$ cat config.mk
export PLATFORM = sky130hd
export DESIGN_NAME = double_ended_queue
export DESIGN_NICKNAME = d
export VERILOG_FILES = /design/src/hw/rtl/deq_pkg.sv /design/src/hw/rtl/deq_ctrl.sv /design/src/hw/rtl/deq_dpath.sv /design/src/hw/rtl/double_ended_queue.sv
export SDC_FILE = /design/constraint.sdc
export NUM_CORES = 1
export LEC_CHECK = 0
export ABC_AREA = 1
export BUFFER_PORTS_ARGS = -buffer_cell sky130_fd_sc_hd__buf_2
export CAP_MARGIN = 5
export CORE_MARGIN = 2
export CORE_UTILIZATION = 25
export CTS_CLUSTER_SIZE = 12
export DETAILED_ROUTE_END_ITERATION = 12
export PLACE_DENSITY = 0.36
export SYNTH_ARGS = -nofsm -noshare
export SYNTH_HDL_FRONTEND = slang
export SYNTH_SLANG_ARGS = --single-unit
$ cat constraint.sdc
create_clock -name clk -period 9.74 [get_ports clk]
set_input_delay 0.974 -clock clk [delete_from_list [all_inputs] [get_ports clk]]
set_output_delay 0.974 -clock clk [all_outputs]
set_load 0.005 [all_outputs]
$ cat src/hw/rtl/deq_pkg.sv
package deq_pkg;

  // operation codes, anything above peek acts as peek
  localparam logic [2:0] OP_PUSH_FRONT = 3'd0;
  localparam logic [2:0] OP_PUSH_BACK  = 3'd1;
  localparam logic [2:0] OP_POP_FRONT  = 3'd2;
  localparam logic [2:0] OP_POP_BACK   = 3'd3;
  localparam logic [2:0] OP_PEEK       = 3'd4;

  localparam logic signed [31:0] EMPTY_WORD = 32'shFFFF_FFFF;

  typedef struct packed {
    logic [2:0]         opcode;
    logic signed [31:0] push_value;
  } cmd_t;

  typedef struct packed {
    logic signed [31:0] front_value;
    logic signed [31:0] back_value;
    logic               is_empty;
    logic               is_full;
    logic               refused;
  } result_t;

  // controller to datapath
  typedef struct packed {
    logic load;
    logic exec;
    logic read;
  } ctl_t;

endpackage

$ cat src/hw/rtl/deq_ctrl.sv
module deq_ctrl
  import deq_pkg::*;
(
  input  logic clk,
  input  logic rst,
  input  logic start,
  output logic busy,
  output logic done,
  output ctl_t ctl
);

  localparam logic [1:0] ST_IDLE = 2'd0;
  localparam logic [1:0] ST_EXEC = 2'd1;
  localparam logic [1:0] ST_READ = 2'd2;
  localparam logic [1:0] ST_RESP = 2'd3;

  logic [1:0] state;
  logic [1:0] state_next;

  always_comb begin
    state_next = state;
    case (state)
      ST_IDLE: begin
        if (start) state_next = ST_EXEC;
      end
      ST_EXEC: state_next = ST_READ;
      ST_READ: state_next = ST_RESP;
      ST_RESP: state_next = ST_IDLE;
      default: state_next = ST_IDLE;
    endcase
  end

  always_ff @(posedge clk) begin
    if (rst) begin
      state <= ST_IDLE;
    end else begin
      state <= state_next;
    end
  end

  assign busy     = (state != ST_IDLE);
  assign done     = (state == ST_RESP);
  assign ctl.load = start && (state == ST_IDLE);
  assign ctl.exec = (state == ST_EXEC);
  assign ctl.read = (state == ST_READ);

endmodule

$ cat src/hw/rtl/deq_dpath.sv
module deq_dpath
  import deq_pkg::*;
#(
  parameter int DEPTH = 16
) (
  input  logic    clk,
  input  logic    rst,
  input  ctl_t    ctl,
  input  cmd_t    cmd,
  output result_t result
);

  localparam int AW = (DEPTH > 1) ? $clog2(DEPTH) : 1;
  localparam int CW = $clog2(DEPTH + 1);
  localparam int SW = CW + 1;
  localparam logic [AW-1:0] LAST_A  = AW'(DEPTH - 1);
  localparam logic [CW-1:0] DEPTH_C = CW'(DEPTH);
  localparam logic [SW-1:0] DEPTH_S = SW'(DEPTH);

  logic signed [31:0] mem [DEPTH];

  logic [2:0]         op_reg;
  logic signed [31:0] val_reg;
  logic [AW-1:0]      head;
  logic [CW-1:0]      count;
  logic               refused;
  logic signed [31:0] rd_front;
  logic signed [31:0] rd_back;

  logic          is_push, is_pop, q_full, q_empty, do_push, do_pop;
  logic [AW-1:0] head_dec, head_inc, tail_pos, back_pos, wr_addr;
  logic [SW-1:0] tail_sum, back_sum;
  logic [CW-1:0] back_off;
  logic [AW-1:0] head_next;
  logic [CW-1:0] count_next;

  always_comb begin
    is_push  = (op_reg == OP_PUSH_FRONT) || (op_reg == OP_PUSH_BACK);
    is_pop   = (op_reg == OP_POP_FRONT) || (op_reg == OP_POP_BACK);
    q_full   = (count == DEPTH_C);
    q_empty  = (count == '0);
    do_push  = is_push && !q_full;
    do_pop   = is_pop && !q_empty;
    head_dec = (head == '0) ? LAST_A : head - AW'(1);
    head_inc = (head == LAST_A) ? '0 : head + AW'(1);
    // slot just past the back, wrapped
    tail_sum = SW'(head) + SW'(count);
    if (tail_sum >= DEPTH_S) tail_sum = tail_sum - DEPTH_S;
    tail_pos = tail_sum[AW-1:0];
    wr_addr  = (op_reg == OP_PUSH_FRONT) ? head_dec : tail_pos;
    // back slot for the read phase
    back_off = q_empty ? '0 : count - CW'(1);
    back_sum = SW'(head) + SW'(back_off);
    if (back_sum >= DEPTH_S) back_sum = back_sum - DEPTH_S;
    back_pos = back_sum[AW-1:0];

    head_next  = head;
    count_next = count;
    if (do_push) begin
      count_next = count + CW'(1);
      if (op_reg == OP_PUSH_FRONT) head_next = head_dec;
    end else if (do_pop) begin
      count_next = count - CW'(1);
      if (op_reg == OP_POP_FRONT) head_next = head_inc;
    end
  end

  always_ff @(posedge clk) begin
    if (ctl.load) begin
      op_reg  <= cmd.opcode;
      val_reg <= cmd.push_value;
    end
    if (ctl.exec) begin
      refused <= (is_push && q_full) || (is_pop && q_empty);
    end
  end

  always_ff @(posedge clk) begin
    if (rst) begin
      head  <= '0;
      count <= '0;
    end else if (ctl.exec) begin
      head  <= head_next;
      count <= count_next;
    end
  end

  always_ff @(posedge clk) begin
    if (ctl.exec && do_push) mem[wr_addr] <= val_reg;
    if (ctl.read) begin
      rd_front <= mem[head];
      rd_back  <= mem[back_pos];
    end
  end

  always_comb begin
    result.front_value = q_empty ? EMPTY_WORD : rd_front;
    result.back_value  = q_empty ? EMPTY_WORD : rd_back;
    result.is_empty    = q_empty;
    result.is_full     = q_full;
    result.refused     = refused;
  end

endmodule

$ cat src/hw/rtl/double_ended_queue.sv
// double-ended queue of signed 32-bit words in a DEPTH-entry ring memory
// result: strobed on done after the execute and read states that follow the edge that takes the beat
// a new operation is taken only while idle, once the execute / read / respond
//   sequence around the single-write, dual-read ring memory is through
// reset: synchronous rst empties the queue (head and count to zero), no memory sweep
// the receiver cannot stall: each result shows for exactly one cycle with done
module double_ended_queue
  import deq_pkg::*;
#(
  parameter int DEPTH = 16
) (
  input  logic    clk,
  input  logic    rst,
  input  logic    start,
  input  cmd_t    cmd,
  output logic    busy,
  output logic    done,
  output result_t result
);

  // sequencing commands from controller to datapath
  ctl_t ctl;

  // controller: idle, execute (move head/count, write entry),
  // read (fetch front and back words), respond (strobe done)
  deq_ctrl u_ctrl (
    .clk   (clk),
    .rst   (rst),
    .start (start),
    .busy  (busy),
    .done  (done),
    .ctl   (ctl)
  );

  // datapath: ring memory, head index, word count, refusal flag
  deq_dpath #(
    .DEPTH (DEPTH)
  ) u_dpath (
    .clk    (clk),
    .rst    (rst),
    .ctl    (ctl),
    .cmd    (cmd),
    .result (result)
  );

endmodule

# Yosys cells after proc, flatten, opt, wreduce, memory -nomap -nowiden
# Memories as Yosys holds them, arrays and structs flattened. A register that Yosys moved wholly into a read port is not among the register bits.
# Cells that the tools add are included.
# word_totals
ramBits	512
reg_bits	47
output_inout_bits	69
mem_count	1
# op_classes
reduce_logical	20
add_sub_neg	8
n_mux	18
n_lt_le_gt_ge	2
n_eq_ne	10
# memory_table
name	depth	word_bits	rd	rd_ports_with_merged_regs	write_ports	line	source
u_dpath.mem	16	32	2	2	1	deq_dpath.sv:20	logic signed [31:0] mem [DEPTH];
# op_table
op	n
$mux 32	2
$mux 4	9
$mux 5	3
$add 4x5->6	2
$ge 6x5->1 const B	2
$sub 4x1->4 const B	3
$pmux 2 s4	1
$eq 3x2->1 const B	2
$logic_and 1x1->1	6
$reduce_bool 2->1	3
$add 5x1->5 const B	1
$eq 5x5->1 const B	1
$logic_not 5->1	1
$sub 5x1->5 const B	1
$add 4x1->4 const B	1
$eq 2x2->1 const B	2
$eq 4x4->1 const B	1
$logic_not 4->1	1
$ne 2x2->1 const B	2
$reduce_and 4->1	1
$eq 3x1->1 const B	1
$logic_not 3->1	1
$logic_or 1x1->1	3
$eq 2x1->1 const B	1
other kinds (5)	7

# Logic depth before layout (Yosys ltp)
# Gate-level depths: netlist (run 1).
# depth
depth_word	6
depth_mapped	17
mapped_depth_nobuf	15

# Cells and area by module
# Synthesis (run 1) repeated with hierarchy kept, for this count alone.
# unflattened
cells_unflattened	3289
hier_area_um2	30900.9
# by_module_without_submodules
module	cells_per_inst	area_each_um2	instances
deq_dpath	3263	30722.0	1
deq_ctrl	26	178.9	1

# Worst setup path after synthesis (run 1)
# Ideal clock, no wire load.
# synth_timing
path_kind	register to register
from	reg u_dpath.head[1]
to	mem u_dpath.mem[0][0] (enable)
setup_slack_ps	6165
arrival_ps	3154
path_buffers	2
setup_ps	421
path_stages_with_launch	9
cell_sequence	dfxtp_1 > buf_2 > buf_2 > inv_1 > fa_1 > xnor2_1 > o21ai_0 > nand3_1 > nor2_1
# synth_via
elab_chain_cells	4
# synth_lines
item	line	source
from (decl)	deq_dpath.sv:24	logic [AW-1:0] head;
from (signal assigned)	deq_dpath.sv:83	head <= head_next;
$add 4x5->6	deq_dpath.sv:47	tail_sum = SW'(head) + SW'(count);
$ge 6x5->1 or $sub 4x1->4 (tied branches)	deq_dpath.sv:48	if (tail_sum >= DEPTH_S) tail_sum = tail_sum - DEPTH_S;
$mux 4	deq_dpath.sv:48	
$mux 4 (*)	deq_dpath.sv:50	wr_addr = (op_reg == OP_PUSH_FRONT) ? head_dec : tail_pos;
to (decl)	deq_dpath.sv:20	
# Mark *: on every way between the ends. The rest lies on a longest branch, timed or not.

# Final worst setup path (run 1)
# layout_timing
from	reg u_dpath.head[1]
to	reg u_dpath.rd_back[20] (read register of u_dpath.mem), data pin
# layout_via
elab_chain_cells	3
# layout_lines
item	line	source
$add 4x5->6 (*)	deq_dpath.sv:53	back_sum = SW'(head) + SW'(back_off);
$ge 6x5->1 or $sub 4x1->4 (tied branches)	deq_dpath.sv:54	if (back_sum >= DEPTH_S) back_sum = back_sum - DEPTH_S;
$mux 4 (*)	deq_dpath.sv:54	
to (decl)	deq_dpath.sv:28	logic signed [31:0] rd_back;
# Marked as above.
# A chain may end at the register's enable or synchronous reset.

==> metrics.yaml, run 1 <==
clock_tree:
  cts_num_sinks: 623
  cts-htree-levels: 3
  ctsHoldBuffers: 0
  root_buffer: "clkbuf_16"
  postCtsSetupBuffers: 0
  cts_resized: 0
  clk_pin_slew_ns: 0.06
  numCtsBuffers: 79
  cts_tree: "yes"
  cts_buffer_depth: 3
  clk_latency_ns: 0.64
sta:
  drv_slew: 0
  worst_slack_ns: 4.60
  relSlewSlack_pct: 25.4
  hold_viol: 0
  finalSetupViolations: 0
  skew_ns: 0.0205
  fin_crit_sh_pct: 52.7
  finalSetupTns_ns: 0
  fmax_mhz: 195
  finalCriticalPeriod_ns: 5.14
  tightest_slew_ns: 1.12
  rsz0062_at_grt: "false"
grt:
  grt_pass1_vias: 22600
  grt.total_usage_pct: 17.5
  grt_antenna_before_repair: 10
  grt_overflow: 0
  grt.busiest_layer: "met2"
  use_met1_pct: 24.0
  grt_pass1_wl_um: 161000
  grt_max_degree: 192
  use_met3_pct: 2.42
  grt.met2_usage_pct: 28.3
finish:
  fin_nets: 3341
  largest_register_ffs: 512
  drive_above_1_share_pct: 11.7
  fill_cells: 12800
  synthToLayoutAreaGrowth_pct: 14.0
  largest-register: "u_dpath.mem"
  final_area_sq_um: 35200
critical_path:
  crit_arrival_ns: 5.53
  start_kind: "flip-flop"
  path_class: "reg2reg"
  crit_fanout: 75
  end_kind: "flip-flop"
  rr_startpoint: "u_dpath.head[1]"
  worst_r2r_path_depth: 11
  startpoint: "u_dpath.head[1]"
  critPathCapture: "u_dpath.rd_back[20]"
  rrSetupSlack_ns: 4.60
  r2r-end: "u_dpath.rd_back[20]"
  crit_required_ns: 10.13
power_and_ir_drop:
  peakVddDrop_uv: 336
  leakagePower_nw: 12.9
  p_per_area_nw_per_um2: 330
floorplan:
  die_h_um: 356
  start_util_pct: 25.3
  row_count: 128
  chipWidth_um: 356
  num_io_pins: 107
  die_area_sq_um: 126000
  core-area_sq_um: 122000
placed_design:
  dp_hpwl_um: 62000
  io_buffers: 106
  pre_cts_slack_ns: 4.51
  gp_congestion: 0.739
  place_area_sq_um: 32900
detailed_routing:
  dr.pass1.iters: 5
  routed_wl_um: 111000
  drc_errors: 0
  initialDrtViolationCount: 1634
  wire_per_inst_um: 22.4
  detail-route-antenna-nets: 0
  vias: 23000
  via_per_inst: 4.63
flow_run:
  cap_violations: 0
synth:
  yosysTopAreaCellShare_pct: 59.5
  synth-edff-count: 612
  netlist_instances: 3274
  synthArstFlopShare_pct: 0
  yosys_warnings: 0
  yosys_most_used_dff: "edfxtp_1"
  syn_nets: 3330
  syn_area_sq_um: 30900
  synth_cell_types: 33
  synth_common_cells: "nand2_1, edfxtp_1, o21ai_0"
  avgSynthCellArea_sq_um: 9.44
  ys_ff_latch: 623
  yosys-top-cells-area: "edfxtp_1, nand2_1, o21ai_0"
  yosys.area.top_type: "edfxtp_1"
  ys_seq_area_share_pct: 60.2
  synth.most_common_cell: "nand2_1"
run_status:
  status: "finished clean"
min_path:
  hold_path.class: "in2reg"
==> worst max-delay path: stages (launching register included) <==
cell,delay (ns)
dfxtp_4,0.79
buf_4,0.81
fa_4,1.05
inv_4,0.86
buf_4,0.72
nor2_1,0.11
nand2_1,0.09
nand2_1,0.05
nand2_1,0.05
nand2_1,0.06
nand3_1,0.09
nand2_1,0.06
==> metrics by stage <==
step / total power [mW] / utilization [%] / hold WS (ns) / cells
CTS: 11.9 / 28.8 / 0.456 / 4963
detailed placement: 9.02 / 26.9 / 0.534 / 4829
global placement: 9.06 / 26.9 / 0.528 / 4829
global route: 12.5 / 28.8 / 0.479 / 4963
floorplan: 7.15 / - / 0.496 / 3274
finish: 11.6 / 28.8 / 0.509 / 4965
==> cells by family (layout without fill, tap and decap cells) <==
group	after synthesis	after routing	share of synthesized area, %
AND/OR/NAND/NOR	1444	1444	19.7
AO/OA/AOI/OAI	657	657	11.7
flip-flops	623	623	60.2
buffers and inverters	526	590	7.44
adder cells (fa/ha/maj)	18	18	0.778
XOR/XNOR	6	6	0.170
other	0	2	0
==> cell usage in the layout, fill, tap and decap left out, types with 19 or more instances in the layout <==
master / instances
or2_2: 100
clkbuf_16: 83
nand3_1: 253
o211ai_1: 128
nor2_4: 19
nand2_1: 829
o21ai_0: 312
a21oi_1: 197
nor2_1: 208
inv_1: 295
edfxtp_1: 612
o21ai_1: 19
or2_0: 20
buf_4: 42
clkbuf_1: 25
buf_2: 106
==> final cells by class <==
| class | count | area (sq um) | area share [%] |
|---|---|---|---|
| repair buffers | 151 | 906 | 2.57 |
| well taps | 1625 | 2030 | 5.77 |
| multi-input cells | 2125 | 10200 | 28.9 |
| inverters | 305 | 1150 | 3.27 |
| flip-flops and latches | 623 | 18600 | 52.8 |
| clock inverters | 26 | 184 | 0.522 |
| diodes | 2 | 5.00 | 0.0142 |
| clock buffers | 108 | 2170 | 6.16 |
==> power breakdown <==
part	total (mW)	switching (mW)	internal, mW
logic	5.23	3.69	1.54
clock network	2.78	1.18	1.60
registers	3.62	0.241	3.38
==> worst min path at each step <==
stage                           from                   to  cells after the start
floorplan           u_dpath.count[4]     u_dpath.count[4]                      2
global placement    u_dpath.count[4]     u_dpath.count[4]                      2
detailed placement  u_dpath.count[4]     u_dpath.count[4]                      2
CTS                          cmd[13]  u_dpath.val_reg[13]                      1
global route                 cmd[13]  u_dpath.val_reg[13]                      1
finish                        cmd[7]   u_dpath.val_reg[7]                      1
==> layer usage <==
layer | up-vias | wire (um)
met2 | 540 | 51000
met3 | 168 | 4930
met5 | - | 0
met1 | 11200 | 52300
met4 | 0 | 2980
li1 | 11100 | -
No activity file was read; power rests on OpenSTA's default activity.
==> run 2, diff against run 1 <==
- clock period: 9.74 -> 5.2 ns (I/O delays scaled with it)
==> metrics.yaml, run 2 (synthesis gave the netlist of run 1 again) <==
sta:
  finalSetupViolations: 0  # unchanged
  hold_slack_ns: 0.0474  # -0.462 ns
  skew_ns: 0.0241  # +0.00360 ns
  rsz0062_at_grt: "false"
  fmax_mhz: 263  # +35%
  fin_crit_sh_pct: 73.2  # +21 points
  worst_slack_ns: 1.39  # -3.21 ns
  finalCriticalPeriod_ns: 3.81  # -1.33 ns
  drv_slew: 0  # unchanged
  hold_viol: 0  # unchanged
  finalSetupTns_ns: 0  # unchanged
  relSlewSlack_pct: 21.2  # -4.2 points
  tightest_slew_ns: 1.18  # +0.0629 ns
floorplan:
  die_h_um: 356  # unchanged
  num_io_pins: 107  # unchanged
  row_count: 128  # unchanged
  core-area_sq_um: 122000  # unchanged
  start_util_pct: 25.3  # unchanged
  chipWidth_um: 356  # unchanged
  die_area_sq_um: 126000  # unchanged
power_and_ir_drop:
  peakVddDrop_uv: 724  # +120%
  p_per_area_nw_per_um2: 611  # +85%
  leakagePower_nw: 13.1  # +1.0%
  power_mw: 21.7  # +87%
critical_path:
  start_kind: "flip-flop"
  path_class: "reg2reg"
  rrSetupSlack_ns: 1.39  # -3.21 ns
  crit_fanout: 36  # -52%
  crit_arrival_ns: 4.20  # -1.33 ns
  r2r-end: "u_dpath.rd_back[19]"
  worst_r2r_path_depth: 14  # +3
  end_kind: "flip-flop"
  crit_required_ns: 5.59  # -4.54 ns
  rr_startpoint: "u_dpath.count[1]"
detailed_routing:
  initialDrtViolationCount: 1859  # +14%
  via_per_inst: 4.66  # +0.69%
  drc_errors: 0  # unchanged
  routed_wl_um: 111000  # about the same
  wire_per_inst_um: 22.4  # -0.15%
  vias: 23200  # +0.94%
  detail-route-antenna-nets: 0  # unchanged
  dr.pass1.iters: 5  # unchanged
min_path:
  hold_path.class: "in2reg"
  min_path_cells: 1  # unchanged
  holdCritStartpoint: "cmd[11]"
  hold_end: "u_dpath.val_reg[11]"
clock_tree:
  clk_pin_slew_ns: 0.06  # about the same
  cts_num_sinks: 623  # unchanged
  cts_resized: 0  # unchanged
  numCtsBuffers: 78  # -1.3%
  cts-htree-levels: 3  # unchanged
  ctsHoldBuffers: 4  # +4
  cts_buffer_depth: 3  # unchanged
  cts_tree: "yes"
  root_buffer: "clkbuf_16"
  postCtsSetupBuffers: 0  # unchanged
  clk_latency_ns: 0.65  # about the same
finish:
  synthToLayoutAreaGrowth_pct: 15.0
  mostFrequentLayoutCell: "nand2_1"
  layout_common_cells: "nand2_1, edfxtp_1, o21ai_0"
  fin_nets: 3350  # +0.27%
  largest-register: "u_dpath.mem"
  drive_above_1_share_pct: 12.0  # +0.38 points
  largest_register_ffs: 512  # unchanged
grt:
  grt_max_degree: 227  # +18%
  grt_pass1_wl_um: 161000  # +0.40%
  grt.total_usage_pct: 17.5  # +0.070 points
  grt_antenna_before_repair: 12  # +2
  grt_overflow: 0  # unchanged
  grt_pass1_vias: 23000  # +1.7%
placed_design:
  gp_congestion: 0.736  # -0.39%
  pre_cts_slack_ns: 1.32  # -3.20 ns
  dp_hpwl_um: 61100  # -1.5%
  io_buffers: 106  # unchanged
run_status:
  status: "finished clean"
flow_run:
  cap_violations: 0  # unchanged
## run 2: report_power, final
part	switching, mW	total (mW)	internal (mW)
Combinational	6.72	9.63	2.92
Clock	2.22	5.32	3.10
Sequential	0.435	6.76	6.33
## run 2: worst max path at each step
stage,startpoint,endpoint,cells after the start
2_1_floorplan,u_dpath.head[1],u_dpath.mem[0][0],8
4_1_cts,u_dpath.count[1],u_dpath.rd_back[19],14
6_report,u_dpath.count[1],u_dpath.rd_back[19],14
3_3_place_gp,u_dpath.count[1],u_dpath.rd_back[20],14
3_5_place_dp,u_dpath.count[1],u_dpath.rd_back[20],14
5_1_grt,u_dpath.count[1],u_dpath.rd_back[19],14
## run 2: stage by stage
step / util, % / area (sq um) / instances
2_1_floorplan: - / 30900 / 3274
3_3_place_gp: 27.1 / 33100 / 4835
3_5_place_dp: 27.1 / 33100 / 4835
4_1_cts: 29.1 / 35500 / 4975
5_1_grt: 29.1 / 35500 / 4975
6_report: 29.1 / 35500 / 4977
## run 2: layer usage
layer	track usage, %	routed length (um)
met1	23.8	51200
met4	4.96	2480
met5	0	7
met2	29.1	52700
met3	2.39	4860
## run 2: area by class of cell
class	instances	area [sq um]
timing repair buffer	161	1150
antenna	2	5.00
fill	12800	86700
multi-input combinational	2125	10200
inverter	305	1150
clock inverter	35	305
clock buffer	101	2110
tap	1625	2030
sequential	623	18600
## run 2: critical path: stages, from the launching register on
cell,delay [ns]
dfxtp_1,0.34
inv_1,0.17
ha_1,0.21
nand3_2,0.16
nand2_1,0.10
inv_1,0.06
ha_4,0.16
fa_4,0.48
xnor2_2,0.21
clkinv_2,0.77
buf_4,0.54
nand2_1,0.10
nand2_1,0.05
nand3_1,0.08
nand2_1,0.06
